### config.mk
export PLATFORM = sky130hd
export DESIGN_NAME = linear_run_to_hyperslab_splitter
export DESIGN_NICKNAME = d
export VERILOG_FILES = /design/src/lrhs_pkg.sv /design/src/lrhs_arith.sv /design/src/linear_run_to_hyperslab_splitter.sv
export VERILOG_INCLUDE_DIRS = /design/src /design/src/src
export SDC_FILE = /design/constraint.sdc
export NUM_CORES = 2
export LEC_CHECK = 0
export ABC_AREA = 1
export BUFFER_PORTS_ARGS = -buffer_cell sky130_fd_sc_hd__buf_2
export CORE_AREA = 8 8 615 617
export DETAILED_ROUTE_END_ITERATION = 12
export DIE_AREA = 0 0 623 625
export SETUP_SLACK_MARGIN = 0.2
export SLEW_MARGIN = 20
export SYNTH_ARGS = -nofsm -noshare
export SYNTH_HDL_FRONTEND = slang
export SYNTH_SLANG_ARGS = --single-unit
### constraint.sdc
create_clock -name clk -period 23.2 [get_ports clk]
set_input_delay 2.32 -clock clk [delete_from_list [all_inputs] [get_ports clk]]
set_output_delay 2.32 -clock clk [all_outputs]
set_load 0.05 [all_outputs]
### src/linear_run_to_hyperslab_splitter_defines.svh
// Assertion helpers shared by the splitter RTL.
`ifndef LINEAR_RUN_TO_HYPERSLAB_SPLITTER_DEFINES_SVH
`define LINEAR_RUN_TO_HYPERSLAB_SPLITTER_DEFINES_SVH

// Consequent must hold in the same cycle as the antecedent.
`define LRHS_ASSERT_SAME(label, ante, cons) \
  label: assert property (@(posedge clk) disable iff (!rst_n) (ante) |-> (cons)) \
    else $error("lrhs same-cycle check failed");

// Consequent must hold in the cycle after the antecedent.
`define LRHS_ASSERT_NEXT(label, ante, cons) \
  label: assert property (@(posedge clk) disable iff (!rst_n) (ante) |=> (cons)) \
    else $error("lrhs next-cycle check failed");

`endif

### src/lrhs_pkg.sv
package lrhs_pkg;

  localparam int NDIM      = 4;
  localparam int MAX_RANK  = 4;
  localparam int OFF_W     = 48;
  localparam int CRD_W     = 32;
  localparam int EB_W      = 16;
  localparam int RANK_W    = 3;
  localparam int IDX_W     = $clog2(NDIM);
  localparam int STEP_W    = $clog2(OFF_W);
  localparam int CFG_IDX_W = 3;

  localparam logic [CFG_IDX_W-1:0] CFG_RANK = CFG_IDX_W'(0);
  localparam logic [CFG_IDX_W-1:0] CFG_ELEM = CFG_IDX_W'(1);
  localparam logic [CFG_IDX_W-1:0] CFG_DIM0 = CFG_IDX_W'(2);

  typedef enum logic {
    OP_MUL,
    OP_DIV
  } arith_op_t;

  typedef struct packed {
    logic [NDIM-1:0][CRD_W-1:0] start;
    logic [NDIM-1:0][CRD_W-1:0] size;
    logic [OFF_W-1:0]           off;
  } blk_t;

  function automatic logic [CRD_W-1:0] sat32(input logic [OFF_W-1:0] v);
    return (|v[OFF_W-1:CRD_W]) ? '1 : v[CRD_W-1:0];
  endfunction

endpackage

### src/lrhs_arith.sv
module lrhs_arith
  import lrhs_pkg::*;
(
  input  logic             clk,
  input  logic             rst_n,
  input  logic             start,
  input  arith_op_t        op,
  input  logic [OFF_W-1:0] opa,
  input  logic [OFF_W-1:0] opb,
  output logic             done,
  output logic [OFF_W-1:0] quot,
  output logic [OFF_W-1:0] acc,
  output logic             ovf
);

  logic              busy_r;
  logic              done_r;
  logic [STEP_W-1:0] cnt_r;
  arith_op_t         op_r;
  logic [OFF_W-1:0]  a_r;
  logic [OFF_W-1:0]  b_r;
  logic [OFF_W-1:0]  acc_r;
  logic              ovf_r;

  logic [OFF_W:0]    rem_sh;
  logic [OFF_W:0]    dbl;
  logic [OFF_W+1:0]  add_x;
  logic [OFF_W+1:0]  add_y;
  logic [OFF_W+1:0]  sum;
  logic [OFF_W-1:0]  a_nxt;
  logic [OFF_W-1:0]  acc_nxt;
  logic              ovf_nxt;

  // One shared adder: restoring subtract for divide, shift-add for multiply.
  // Both walk the bits of operand a from the top, one bit per cycle.
  always_comb begin
    rem_sh = {acc_r, a_r[OFF_W-1]};
    dbl    = {acc_r, 1'b0};
    if (op_r == OP_DIV) begin
      add_x = {1'b0, rem_sh};
      add_y = ~{2'b00, b_r};
    end else begin
      add_x = {1'b0, dbl};
      add_y = a_r[OFF_W-1] ? {2'b00, b_r} : '0;
    end
    sum     = add_x + add_y + {{(OFF_W+1){1'b0}}, op_r == OP_DIV};
    ovf_nxt = ovf_r;
    if (op_r == OP_DIV) begin
      if (!sum[OFF_W+1]) begin
        acc_nxt = sum[OFF_W-1:0];
        a_nxt   = {a_r[OFF_W-2:0], 1'b1};
      end else begin
        acc_nxt = rem_sh[OFF_W-1:0];
        a_nxt   = {a_r[OFF_W-2:0], 1'b0};
      end
    end else begin
      acc_nxt = sum[OFF_W-1:0];
      a_nxt   = {a_r[OFF_W-2:0], 1'b0};
      ovf_nxt = ovf_r | (|sum[OFF_W+1:OFF_W]);
    end
  end

  always_ff @(posedge clk) begin
    if (!rst_n) begin
      busy_r <= 1'b0;
      done_r <= 1'b0;
      cnt_r  <= '0;
    end else begin
      done_r <= 1'b0;
      if (busy_r) begin
        cnt_r <= cnt_r + STEP_W'(1);
        if (cnt_r == STEP_W'(OFF_W - 1)) begin
          busy_r <= 1'b0;
          done_r <= 1'b1;
        end
      end else if (start) begin
        busy_r <= 1'b1;
        cnt_r  <= '0;
      end
    end
  end

  always_ff @(posedge clk) begin
    if (busy_r) begin
      a_r   <= a_nxt;
      acc_r <= acc_nxt;
      ovf_r <= ovf_nxt;
    end else if (start) begin
      op_r  <= op;
      a_r   <= opa;
      b_r   <= opb;
      acc_r <= '0;
      ovf_r <= 1'b0;
    end
  end

  assign done = done_r;
  assign quot = a_r;
  assign acc  = acc_r;
  assign ovf  = ovf_r;

endmodule

### src/linear_run_to_hyperslab_splitter.sv
// Splits one linear byte run into rectangular blocks of a row-major array.
// Each request runs alone through a small sequencer around one 48-bit shared
// multiply/divide unit that resolves one bit per cycle. A request needs two
// scale divisions, rank - 1 stride multiplies, rank coordinate divisions and
// three steps per emitted block except the final row piece, which needs none,
// besides checks and carries; in_ready is low while the request runs. Up to seven
// blocks come out per request, the last one flagged by out_last_piece.
// Blocks leave through an output register plus one holding stage, so a
// stalled consumer stops the sequencer only when both are full.
`include "linear_run_to_hyperslab_splitter_defines.svh"

module linear_run_to_hyperslab_splitter
  import lrhs_pkg::*;
(
  input  logic                 clk,
  input  logic                 rst_n,
  input  logic                 in_valid,
  output logic                 in_ready,
  input  logic [OFF_W-1:0]     in_byte_offset,
  input  logic [OFF_W-1:0]     in_byte_length,
  input  logic                 in_last_sequence,
  output logic                 out_valid,
  input  logic                 out_ready,
  output logic [CRD_W-1:0]     out_start_0,
  output logic [CRD_W-1:0]     out_start_1,
  output logic [CRD_W-1:0]     out_start_2,
  output logic [CRD_W-1:0]     out_start_3,
  output logic [CRD_W-1:0]     out_size_0,
  output logic [CRD_W-1:0]     out_size_1,
  output logic [CRD_W-1:0]     out_size_2,
  output logic [CRD_W-1:0]     out_size_3,
  output logic [OFF_W-1:0]     out_buffer_offset,
  output logic                 out_last_piece,
  input  logic                 cfg_we,
  input  logic [CFG_IDX_W-1:0] cfg_index,
  input  logic [CRD_W-1:0]     cfg_wdata
);

  typedef enum logic [4:0] {
    S_IDLE, S_LEN_DIV, S_ADR_DIV, S_DOWN, S_DEC, S_LEAD_CHK, S_LEAD_DIV,
    S_BS_MUL, S_EMIT, S_OFF_MUL, S_CARRY, S_FULL_CHK, S_FULL_DIV,
    S_TRAIL_CHK, S_TRAIL_DIV, S_FINAL, S_FLUSH
  } state_t;

  typedef enum logic [1:0] {
    PH_LEAD, PH_FULL, PH_TRAIL, PH_FINAL
  } phase_t;

  // Configuration.
  logic [RANK_W-1:0] rank_r;
  logic [EB_W-1:0]   eb_r;
  logic [CRD_W-1:0]  dim_r [NDIM];

  logic [RANK_W-1:0] r_eff;
  logic [IDX_W-1:0]  rm1;
  logic [EB_W-1:0]   eb_eff;
  logic [CRD_W-1:0]  dims_eff [NDIM];

  state_t state_r, state_nxt;
  phase_t phase_r, phase_nxt;
  logic [IDX_W-1:0] idx_r, idx_nxt;
  logic             issued_r, issued_nxt;

  logic [OFF_W-1:0] off_in_r, off_in_nxt;
  logic [OFF_W-1:0] blen_r, blen_nxt;
  logic             lastseq_r, lastseq_nxt;
  logic [OFF_W-1:0] len_r, len_nxt;
  logic [OFF_W-1:0] addr_r, addr_nxt;
  logic [OFF_W-1:0] sz_r, sz_nxt;
  logic [OFF_W-1:0] bs_r, bs_nxt;
  logic [OFF_W-1:0] boff_r, boff_nxt;
  logic [OFF_W-1:0] run_off_r, run_off_nxt;
  logic [OFF_W-1:0] down_r [NDIM];
  logic [OFF_W-1:0] down_nxt [NDIM];
  logic             dsat_r [NDIM];
  logic             dsat_nxt [NDIM];
  logic [OFF_W-1:0] c_r [NDIM];
  logic [OFF_W-1:0] c_nxt [NDIM];

  logic pend_valid_r, pend_valid_nxt;
  blk_t pend_r, pend_nxt;
  logic out_valid_r, out_valid_nxt;
  blk_t out_blk_r, out_blk_nxt;
  logic out_last_r, out_last_nxt;

  blk_t blk_w;
  logic out_free;

  logic             ar_start;
  arith_op_t        ar_op;
  logic [OFF_W-1:0] ar_a;
  logic [OFF_W-1:0] ar_b;
  logic             ar_done;
  logic [OFF_W-1:0] ar_quot;
  logic [OFF_W-1:0] ar_acc;
  logic             ar_ovf;

  lrhs_arith u_arith (
    .clk   (clk),
    .rst_n (rst_n),
    .start (ar_start),
    .op    (ar_op),
    .opa   (ar_a),
    .opb   (ar_b),
    .done  (ar_done),
    .quot  (ar_quot),
    .acc   (ar_acc),
    .ovf   (ar_ovf)
  );

  // A register holding zero acts as one; rank is clamped to the supported range.
  always_comb begin
    if (rank_r == '0) begin
      r_eff = RANK_W'(1);
    end else if (rank_r > RANK_W'(MAX_RANK)) begin
      r_eff = RANK_W'(MAX_RANK);
    end else begin
      r_eff = rank_r;
    end
    rm1    = IDX_W'(r_eff - RANK_W'(1));
    eb_eff = (eb_r == '0) ? EB_W'(1) : eb_r;
    for (int j = 0; j < NDIM; j++) begin
      dims_eff[j] = (dim_r[j] == '0) ? CRD_W'(1) : dim_r[j];
    end
  end

  // Block record: below idx the extent is one, at idx it is sz_r and above
  // it the full dimension. This one rule covers every kind of block.
  always_comb begin
    for (int j = 0; j < NDIM; j++) begin
      if (RANK_W'(j) < r_eff) begin
        blk_w.start[j] = sat32(c_r[j]);
        if (IDX_W'(j) < idx_r) begin
          blk_w.size[j] = CRD_W'(1);
        end else if (IDX_W'(j) == idx_r) begin
          blk_w.size[j] = sat32(sz_r);
        end else begin
          blk_w.size[j] = dims_eff[j];
        end
      end else begin
        blk_w.start[j] = '0;
        blk_w.size[j]  = CRD_W'(1);
      end
    end
    blk_w.off = boff_r;
  end

  assign out_free = !out_valid_r || out_ready;

  always_comb begin
    logic [CRD_W-1:0] room;
    logic [IDX_W-1:0] idx_p1;
    logic [IDX_W-1:0] idx_m1;
    logic [IDX_W-1:0] idx_m2;

    idx_p1 = idx_r + IDX_W'(1);
    idx_m1 = idx_r - IDX_W'(1);
    idx_m2 = idx_r - IDX_W'(2);
    room   = dims_eff[idx_r] - c_r[idx_r][CRD_W-1:0];

    state_nxt      = state_r;
    phase_nxt      = phase_r;
    idx_nxt        = idx_r;
    issued_nxt     = issued_r;
    off_in_nxt     = off_in_r;
    blen_nxt       = blen_r;
    lastseq_nxt    = lastseq_r;
    len_nxt        = len_r;
    addr_nxt       = addr_r;
    sz_nxt         = sz_r;
    bs_nxt         = bs_r;
    boff_nxt       = boff_r;
    run_off_nxt    = run_off_r;
    down_nxt       = down_r;
    dsat_nxt       = dsat_r;
    c_nxt          = c_r;
    pend_valid_nxt = pend_valid_r;
    pend_nxt       = pend_r;
    out_valid_nxt  = out_valid_r && !out_ready;
    out_blk_nxt    = out_blk_r;
    out_last_nxt   = out_last_r;
    ar_start       = 1'b0;
    ar_op          = OP_DIV;
    ar_a           = '0;
    ar_b           = '0;

    unique case (state_r)
      S_IDLE: begin
        if (in_valid) begin
          off_in_nxt  = in_byte_offset;
          blen_nxt    = in_byte_length;
          lastseq_nxt = in_last_sequence;
          boff_nxt    = run_off_r;
          issued_nxt  = 1'b0;
          for (int j = 0; j < NDIM; j++) begin
            down_nxt[j] = OFF_W'(1);
            dsat_nxt[j] = 1'b0;
            c_nxt[j]    = '0;
          end
          state_nxt = S_LEN_DIV;
        end
      end
      S_LEN_DIV: begin
        ar_op      = OP_DIV;
        ar_a       = blen_r;
        ar_b       = OFF_W'(eb_eff);
        ar_start   = !issued_r;
        issued_nxt = 1'b1;
        if (ar_done) begin
          issued_nxt = 1'b0;
          len_nxt    = ar_quot;
          state_nxt  = S_ADR_DIV;
        end
      end
      S_ADR_DIV: begin
        ar_op      = OP_DIV;
        ar_a       = off_in_r;
        ar_b       = OFF_W'(eb_eff);
        ar_start   = !issued_r;
        issued_nxt = 1'b1;
        if (ar_done) begin
          issued_nxt = 1'b0;
          addr_nxt   = ar_quot;
          if (rm1 == '0) begin
            idx_nxt   = '0;
            state_nxt = S_DEC;
          end else begin
            idx_nxt   = rm1 - IDX_W'(1);
            state_nxt = S_DOWN;
          end
        end
      end
      S_DOWN: begin
        // Element stride of dimension idx; anything past 48 bits is only
        // kept as a saturation flag, since no run can reach it.
        ar_op      = OP_MUL;
        ar_a       = down_r[idx_p1];
        ar_b       = OFF_W'(dims_eff[idx_p1]);
        ar_start   = !issued_r;
        issued_nxt = 1'b1;
        if (ar_done) begin
          issued_nxt        = 1'b0;
          down_nxt[idx_r]   = ar_acc;
          dsat_nxt[idx_r]   = ar_ovf || dsat_r[idx_p1];
          if (idx_r == '0) begin
            idx_nxt   = rm1;
            state_nxt = S_DEC;
          end else begin
            idx_nxt = idx_m1;
          end
        end
      end
      S_DEC: begin
        ar_op      = OP_DIV;
        ar_a       = addr_r;
        ar_b       = OFF_W'(dims_eff[idx_r]);
        ar_start   = !issued_r;
        issued_nxt = 1'b1;
        if (ar_done) begin
          issued_nxt    = 1'b0;
          c_nxt[idx_r]  = ar_acc;
          addr_nxt      = ar_quot;
          if (idx_r == '0) begin
            idx_nxt   = rm1;
            state_nxt = S_LEAD_CHK;
          end else begin
            idx_nxt = idx_m1;
          end
        end
      end
      S_LEAD_CHK: begin
        if (idx_r != '0 && !dsat_r[idx_r] && len_r >= down_r[idx_r]) begin
          if (c_r[idx_r] != '0) begin
            state_nxt = S_LEAD_DIV;
          end else begin
            idx_nxt = idx_m1;
          end
        end else begin
          state_nxt = S_FULL_CHK;
        end
      end
      S_LEAD_DIV: begin
        ar_op      = OP_DIV;
        ar_a       = len_r;
        ar_b       = down_r[idx_r];
        ar_start   = !issued_r;
        issued_nxt = 1'b1;
        if (ar_done) begin
          issued_nxt = 1'b0;
          sz_nxt     = (ar_quot < OFF_W'(room)) ? ar_quot : OFF_W'(room);
          phase_nxt  = PH_LEAD;
          state_nxt  = S_BS_MUL;
        end
      end
      S_BS_MUL: begin
        ar_op      = OP_MUL;
        ar_a       = sz_r;
        ar_b       = down_r[idx_r];
        ar_start   = !issued_r;
        issued_nxt = 1'b1;
        if (ar_done) begin
          issued_nxt = 1'b0;
          bs_nxt     = ar_acc;
          state_nxt  = S_EMIT;
        end
      end
      S_EMIT: begin
        // The held block goes out first; only then is it known not to be last.
        if (!pend_valid_r || out_free) begin
          if (pend_valid_r) begin
            out_valid_nxt = 1'b1;
            out_blk_nxt   = pend_r;
            out_last_nxt  = 1'b0;
          end
          pend_valid_nxt = 1'b1;
          pend_nxt       = blk_w;
          state_nxt      = (phase_r == PH_FINAL) ? S_FLUSH : S_OFF_MUL;
        end
      end
      S_OFF_MUL: begin
        ar_op      = OP_MUL;
        ar_a       = bs_r;
        ar_b       = OFF_W'(eb_eff);
        ar_start   = !issued_r;
        issued_nxt = 1'b1;
        if (ar_done) begin
          issued_nxt = 1'b0;
          boff_nxt   = boff_r + ar_acc;
          len_nxt    = len_r - bs_r;
          unique case (phase_r)
            PH_LEAD: begin
              c_nxt[idx_r]  = '0;
              c_nxt[idx_m1] = c_r[idx_m1] + OFF_W'(1);
              state_nxt     = S_CARRY;
            end
            PH_FULL: begin
              c_nxt[0]  = c_r[0] + sz_r;
              idx_nxt   = IDX_W'(1);
              state_nxt = S_TRAIL_CHK;
            end
            PH_TRAIL: begin
              c_nxt[idx_r] = sz_r;
              idx_nxt      = idx_p1;
              state_nxt    = S_TRAIL_CHK;
            end
            PH_FINAL: begin
              state_nxt = S_FLUSH;
            end
          endcase
        end
      end
      S_CARRY: begin
        // One carry step per cycle; a coordinate that reaches its extent
        // wraps to zero and bumps the next slower one.
        if (idx_r != '0 && c_r[idx_m1] == OFF_W'(dims_eff[idx_m1])) begin
          c_nxt[idx_m1] = '0;
          if (idx_m1 != '0) begin
            c_nxt[idx_m2] = c_r[idx_m2] + OFF_W'(1);
          end
          idx_nxt = idx_m1;
        end else if (idx_r == '0) begin
          state_nxt = S_FULL_CHK;
        end else begin
          idx_nxt   = idx_m1;
          state_nxt = S_LEAD_CHK;
        end
      end
      S_FULL_CHK: begin
        if (!dsat_r[0] && len_r >= down_r[0]) begin
          idx_nxt   = '0;
          state_nxt = S_FULL_DIV;
        end else begin
          idx_nxt   = IDX_W'(1);
          state_nxt = S_TRAIL_CHK;
        end
      end
      S_FULL_DIV: begin
        ar_op      = OP_DIV;
        ar_a       = len_r;
        ar_b       = down_r[0];
        ar_start   = !issued_r;
        issued_nxt = 1'b1;
        if (ar_done) begin
          issued_nxt = 1'b0;
          sz_nxt     = (ar_quot < OFF_W'(dims_eff[0])) ? ar_quot : OFF_W'(dims_eff[0]);
          phase_nxt  = PH_FULL;
          state_nxt  = S_BS_MUL;
        end
      end
      S_TRAIL_CHK: begin
        if (len_r == '0) begin
          state_nxt = S_FLUSH;
        end else if (RANK_W'(idx_r) + RANK_W'(1) < r_eff) begin
          if (!dsat_r[idx_r] && len_r >= down_r[idx_r]) begin
            state_nxt = S_TRAIL_DIV;
          end else begin
            idx_nxt = idx_p1;
          end
        end else begin
          state_nxt = S_FINAL;
        end
      end
      S_TRAIL_DIV: begin
        ar_op      = OP_DIV;
        ar_a       = len_r;
        ar_b       = down_r[idx_r];
        ar_start   = !issued_r;
        issued_nxt = 1'b1;
        if (ar_done) begin
          issued_nxt = 1'b0;
          sz_nxt     = ar_quot;
          phase_nxt  = PH_TRAIL;
          state_nxt  = S_BS_MUL;
        end
      end
      S_FINAL: begin
        // Remaining elements form one row piece in the fastest dimension.
        sz_nxt    = len_r;
        idx_nxt   = rm1;
        phase_nxt = PH_FINAL;
        state_nxt = S_EMIT;
      end
      S_FLUSH: begin
        if (!pend_valid_r || out_free) begin
          if (pend_valid_r) begin
            out_valid_nxt  = 1'b1;
            out_blk_nxt    = pend_r;
            out_last_nxt   = 1'b1;
            pend_valid_nxt = 1'b0;
          end
          run_off_nxt = lastseq_r ? '0 : run_off_r + blen_r;
          state_nxt   = S_IDLE;
        end
      end
      default: begin
        state_nxt = S_IDLE;
      end
    endcase
  end

  always_ff @(posedge clk) begin
    if (!rst_n) begin
      state_r      <= S_IDLE;
      phase_r      <= PH_LEAD;
      idx_r        <= '0;
      issued_r     <= 1'b0;
      pend_valid_r <= 1'b0;
      out_valid_r  <= 1'b0;
      run_off_r    <= '0;
      rank_r       <= RANK_W'(1);
      eb_r         <= EB_W'(1);
      for (int j = 0; j < NDIM; j++) begin
        dim_r[j] <= CRD_W'(1);
      end
    end else begin
      state_r      <= state_nxt;
      phase_r      <= phase_nxt;
      idx_r        <= idx_nxt;
      issued_r     <= issued_nxt;
      pend_valid_r <= pend_valid_nxt;
      out_valid_r  <= out_valid_nxt;
      run_off_r    <= run_off_nxt;
      if (cfg_we) begin
        if (cfg_index == CFG_RANK) begin
          rank_r <= cfg_wdata[RANK_W-1:0];
        end
        if (cfg_index == CFG_ELEM) begin
          eb_r <= cfg_wdata[EB_W-1:0];
        end
        for (int j = 0; j < NDIM; j++) begin
          if (cfg_index == CFG_DIM0 + CFG_IDX_W'(j)) begin
            dim_r[j] <= cfg_wdata;
          end
        end
      end
    end
  end

  always_ff @(posedge clk) begin
    off_in_r   <= off_in_nxt;
    blen_r     <= blen_nxt;
    lastseq_r  <= lastseq_nxt;
    len_r      <= len_nxt;
    addr_r     <= addr_nxt;
    sz_r       <= sz_nxt;
    bs_r       <= bs_nxt;
    boff_r     <= boff_nxt;
    down_r     <= down_nxt;
    dsat_r     <= dsat_nxt;
    c_r        <= c_nxt;
    pend_r     <= pend_nxt;
    out_blk_r  <= out_blk_nxt;
    out_last_r <= out_last_nxt;
  end

  assign in_ready          = (state_r == S_IDLE);
  assign out_valid         = out_valid_r;
  assign out_start_0       = out_blk_r.start[0];
  assign out_start_1       = out_blk_r.start[1];
  assign out_start_2       = out_blk_r.start[2];
  assign out_start_3       = out_blk_r.start[3];
  assign out_size_0        = out_blk_r.size[0];
  assign out_size_1        = out_blk_r.size[1];
  assign out_size_2        = out_blk_r.size[2];
  assign out_size_3        = out_blk_r.size[3];
  assign out_buffer_offset = out_blk_r.off;
  assign out_last_piece    = out_last_r;

  `LRHS_ASSERT_SAME(a_idle_no_pending, in_ready, !pend_valid_r)
  `LRHS_ASSERT_SAME(a_done_was_issued, ar_done, issued_r)
  `LRHS_ASSERT_NEXT(a_accept_goes_busy, in_valid && in_ready, !in_ready)

endmodule
After elaboration in Yosys (flattened, before gate mapping) --
Memory sizes are Yosys's and may differ from the RTL's. Index checks and enable logic that the tools add are counted. Widths: inputs -> output; s select.
Word-level totals: register bits after elaboration 1567, RAM bits 128, output and inout bits 307, logic and storage cells 445, memories kept 1
Operators by class: add/subtract/negate cells 16, order comparisons 21, equal/unequal tests 61, muxes and demuxes 188, bitwise gates (word level) 19, reduce and logical (&&, ||, !) cells 83
Memories:
- dim_r | words 4, bits a word 32, read ports 4, clocked after Yosys merged registers in 0, wr ports 4, RTL line linear_run_to_hyperslab_splitter.sv:52 | logic [CRD_W-1:0] dim_r [NDIM];
Operators with widths (number):
- $mux 48 | 29
- $mux 192 | 7
- $bwmux 192 | 5
- $pmux 192 s4 | 1
- $mux 32 | 23
- $bmux 48 s2 | 5
- $and 192x192->192 | 2
- $not 192->192 | 2
- $pmux 192 s2 | 1
- $pmux 48 s7 | 1
- $demux 48 s2 | 3
- $pmux 144 s2 | 1
- $pmux 48 s5 | 1
- $bmux 32 s2 | 3
- $pmux 48 s2 | 2
- $pmux 48 s4 | 1
- $add 48x48->48 | 3
- $pmux 48 s3 | 1
- $logic_not 32->1 | 4
- $add 48x1->48 const B | 2
- $ge 48x48->1 | 2
- $lt 48x32->1 | 2
- $mux 5 | 19
- $reduce_or 16->1 | 5
- 78 further kinds | 263

Longest topological paths before layout --
depth after elaboration 12, gate-level depth with buffers 34, mapped depth without buffers 33

Cells and area by module --
From an unflattened synthesis, not the netlist that was laid out.
Second synthesis, totals: cell total of the unflattened synthesis 14073, area total of the unflattened synthesis 111819.7 um^2
Modules (own cells, without submodules):
- linear_run_to_hyperslab_splitter | instances 1, cells each 12471, area each 100717.8 um^2
- lrhs_arith | instances 1, cells each 1602, area each 11101.9 um^2

Worst setup path before layout --
No wires, ideal clock.
kind flip-flop to flip-flop, from register state_r[0], to register down_r[0] in the netlist's numbering (enable), setup time 1.023 ns, arrival time 15.026 ns, required time 22.177 ns, path slack 7.151 ns, stages on the path, launching flop included 8, buffers on the path 3, period minus slack after synthesis 16.049 ns, cell sequence dfxtp_1 > nand2_1 > nor2_1 > nand2_1 > clkbuf_1 > buf_1 > clkbuf_1 > o21ai_0
On the way: longest elaborated chain between the ends 3, elaborated cells on any way between the ends 6, those cells by class eq/ne (3); reduce/logical (3)
Ends and longest elaborated chain:
- start, declared | RTL line linear_run_to_hyperslab_splitter.sv:59 | state_t state_r, state_nxt;
- start signal, assigned | RTL line linear_run_to_hyperslab_splitter.sv:456 | state_r <= state_nxt;
- $eq 5x2->1 / $logic_not 5->1 (equally long branches) | RTL line linear_run_to_hyperslab_splitter.sv:187 | unique case (state_r)
- $ne 2x1->1 (no line) (tied with other cells)
- $reduce_and 3->1 (no line) (*)
- end signal, assigned | RTL line linear_run_to_hyperslab_splitter.sv:488 | down_r <= down_nxt;
- end, declared | RTL line linear_run_to_hyperslab_splitter.sv:73 | logic [OFF_W-1:0] down_r [NDIM];
Mark *: on every way between the ends. The rest lies on a longest branch, timed or not. A chain may end at the register's enable or synchronous reset.

Worst setup path after layout --
from register idx_r[0], to register sz_r[8], data pin
On the way: longest elaborated chain between the ends 9, elaborated cells on any way between the ends 12, those cells by class add/sub (1); order compare (1); mux (9); bitwise (1)
Ends and longest elaborated chain:
- start, declared | RTL line linear_run_to_hyperslab_splitter.sv:61 | logic [IDX_W-1:0] idx_r, idx_nxt;
- start signal, assigned | RTL line linear_run_to_hyperslab_splitter.sv:458 | idx_r <= idx_nxt;
- $not 2->3 (not written as such) (*) | RTL line linear_run_to_hyperslab_splitter.sv:159 | room = dims_eff[idx_r] - c_r[idx_r][CRD_W-1:0];
- $bmux 32 s2 / $bmux 48 s2 (equally long branches) | RTL line linear_run_to_hyperslab_splitter.sv:159
- $mux 32 (not written as such) / $mux 48 (equally long branches) (2 in a row)
- $sub 32x32->32 (*) | RTL line linear_run_to_hyperslab_splitter.sv:159
- $lt 48x32->1 | RTL line linear_run_to_hyperslab_splitter.sv:290 | sz_nxt = (ar_quot < OFF_W'(room)) ? ar_quot : OFF_W'(room);
- $mux 48 (*) | RTL line linear_run_to_hyperslab_splitter.sv:290
- $mux 48 (*) | RTL line linear_run_to_hyperslab_splitter.sv:288 | if (ar_done) begin
- $pmux 48 s4 (*) | RTL line linear_run_to_hyperslab_splitter.sv:187
- net sz_nxt[8] | RTL line linear_run_to_hyperslab_splitter.sv:69 | logic [OFF_W-1:0] sz_r, sz_nxt;
- end signal, assigned | RTL line linear_run_to_hyperslab_splitter.sv:485 | sz_r <= sz_nxt;
- end, declared | RTL line linear_run_to_hyperslab_splitter.sv:69
Mark *: on every way through the listed nets, which the timed path passes. The rest lies on a longest branch. The select of a mux whose other input is x is not followed.

==> summary.txt <==
most common library cell in the layout ignoring fill and taps -> nand2_1
htree depth -> 4
pin count of the biggest net entering global routing -> 195
HPWL Detailed -> 481 mm
worst setup margin -> 15.38 ns
Cell variety after synth -> 72
setup TNS -> 0 ns
fill count -> 39100
post-placement setup slack -> 15.63 ns
M3 GR Usage -> 0.0981
CP most frequent cell -> nand2_1
CP startpoint kind -> flop
vias in the first global route -> 100000
IO Pins -> 444
initial antenna violation count -> 83
Initial Utilization -> 0.299
Mapped Area -> 0.110 sq mm
Fin Hold WS -> 0.387 ns
Final Max Slew Viols -> 0
Row Count -> 223
Vias/cell -> 5.85
Post-synth EDFFs -> 1608
maxcap violations -> 0
crit path max fanout -> 141
Routed WL -> 621 mm
critical path type -> flop to flop
Leak -> 48.8 nW
Reg clk slew, reported paths -> 0.07 ns
Clock Path Buffers -> 4
Critical Path Max Stage Delay -> 0.68 ns
Overall Power -> 17.7 mW
Synth top area share -> 0.439
Seq/Total Area, Yosys -> 0.455
Synth Flop Type -> edfxtp_1
Core Box Area -> 0.368 sq mm
Power per Cell Area -> 142 mW/mm^2
final period utilization -> 0.337
warnings from Yosys -> 0
Critical Path RT -> 23.80 ns
area leader, netlist -> edfxtp_1
Post-Syn Instances -> 13700
Final Core Density -> 0.339
DRT Pass-1 Iters -> 10
#FFs+latches synth -> 1695
CTS tree -> yes
Post-CTS Hold Buffers -> 0
cell area after layout -> 0.125 sq mm
Fmax -> 128 MHz
Worst Path Arrival -> 8.43 ns
Setup Skew -> 0.133 ns
worst hold path type -> flop to flop
worst skew pair latency -> 0.98 ns
GRT busiest layer -> met2
worst slew pin tran -> 1.40 ns
Max IR drop VDD -> 0.000109 V
GRT Overall Usage -> 0.301
Post CTS Setup Buffer Count -> 0
synth-to-layout area growth -> 13.1%
min Tclk post-route -> 7.82 ns
Synth Net Count -> 14300
die area -> 0.389 sq mm
TritonCTS buffer count -> 200
# DRC -> 0
commonest cells after routing, fill and taps aside -> nand2_1 (2703), o21ai_0 (1635), edfxtp_1 (1608)
Final Setup Violations -> 0
met1 GRT Util -> 0.407
Antenna Nets Post-Route -> 0
# port buffers -> 443
routability-driven placement congestion ratio -> 1.04
RSZ-0062 raised after global routing -> no
post-CTS sizing -> 0
met2 GRT Util -> 0.433
share of cells above drive strength 1 -> 0.0881
Die Wd -> 623 um
CP max stage cell -> dfxtp_4
Placed Instance Area -> 0.118 sq mm
DRC marker count from the first detailed-route iteration -> 18700
vias -> 111000
run status -> finished clean
Final nets -> 14500
clk root buf -> clkbuf_16
first-pass GRT wire length -> 834 mm
TritonCTS Sinks -> 1695
placed cells -> 18500
Syn Area/Cell -> 8.04 sq um
Final Hold Fails -> 0
final cell count without fillers -> 18900
largest cells by area after synthesis -> edfxtp_1 (44%), nand2_1 (9.2%), o21ai_0 (7.5%), a21oi_1 (5.3%), ha_1 (5.0%)
Slew headroom -> 0.0539
Post-synth ARST share -> 0
Worst Setup End Kind -> flop
Die H -> 625 um
total congestion overflow -> 0
mean routed wirelength per cell -> 32.8 um
[per-layer routing]
| layer | up-vias | wire length (um) |
|---|---|---|
| met5 | - | 443 |
| met4 | 26 | 37000 |
| met3 | 1322 | 83400 |
| met2 | 7712 | 252000 |
| met1 | 53300 | 248000 |
| li1 | 48300 | - |
[area by class of cell]
| class | count | area [sq um] | area share |
|---|---|---|---|
| multi-input cells | 9846 | 51900 | 0.417 |
| flip-flops and latches | 1695 | 50000 | 0.402 |
| well taps | 4837 | 6050 | 0.0486 |
| inverters | 1418 | 5390 | 0.0433 |
| clock buffers | 241 | 5300 | 0.0425 |
| repair buffers | 728 | 4480 | 0.0360 |
| clock inverters | 122 | 1250 | 0.0101 |
| diodes | 33 | 82.6 | 0.000663 |
[power breakdown]
| part | switching (mW) | total, mW | internal (mW) | leakage (nW) |
|---|---|---|---|---|
| clock network | 1.46 | 3.30 | 1.84 | 3.19 |
| logic | 7.08 | 9.46 | 2.38 | 29.8 |
| registers | 0.743 | 4.90 | 4.16 | 15.8 |
| total | 9.29 | 17.7 | 8.38 | 48.8 |
[critical path, delay by kind of cell, from the launching register on]
family	cells	cell delay [ns]
flops	1	0.68
simple gates	11	1.56
buf+inv	3	1.22
compound gates	9	2.56
fa+ha+maj	2	0.87
xor+xnor	1	0.28
[logic make-up after synthesis]
group,Yosys count,synth area share
buffers and inverters,2144,0.0770
xor gates and xnor gates,237,0.0189
adders and majority gates,451,0.0517
AOI/OAI and AO/OA,3844,0.197
and+or+nand+nor,5314,0.201
DFF,1695,0.455
[cell usage after synthesis, types with 21 or more instances]
cell type,number
nand4_1,187
ha_1,444
nand2_1,2712
buf_6,41
a21oi_1,1172
buf_2,57
o2111ai_1,25
o221ai_1,103
nand3b_1,40
a32o_1,21
nor3_1,203
a21o_1,34
o211ai_1,245
dfxtp_1,87
o22ai_1,148
a31oi_1,98
inv_1,1398
o21ai_0,1653
nor4_1,47
nand3_1,619
or2_2,79
xnor2_1,79
clkbuf_1,533
a211oi_1,47
xor2_1,157
nor2_1,1366
o21a_1,47
buf_1,85
o21ai_1,73
o21bai_1,48
edfxtp_1,1608
a221oi_1,57
[sequential cells by signal, indices dropped and copies added, names as in the netlist, 48 cells and up]
name	cells
down_r	192
bs_r	48
boff_r	48
addr_r	48
len_r	48
sz_r	48
off_in_r	48
blen_r	48
out_buffer_offset	48
c_r	192
u_arith.b_r	48
dim_r	128
pend_r	304
u_arith.quot	48
run_off_r	48
u_arith.acc	48
[final timing paths]
check                                start                        to  slack [ns]  depth (start not counted)
hold / removal    pend_r[62]$_SDFFCE_PP0P_  out_size_0[14]$_DFFE_PP_        0.39                          0
hold reg to reg   pend_r[62]$_SDFFCE_PP0P_  out_size_0[14]$_DFFE_PP_        0.39                          0
setup reg to reg     idx_r[0]$_SDFFE_PN0P_         sz_r[8]$_DFFE_PP_       15.38                         26
setup / recovery     idx_r[0]$_SDFFE_PN0P_         sz_r[8]$_DFFE_PP_       15.38                         26
No activity file was read; power rests on OpenSTA's default activity.
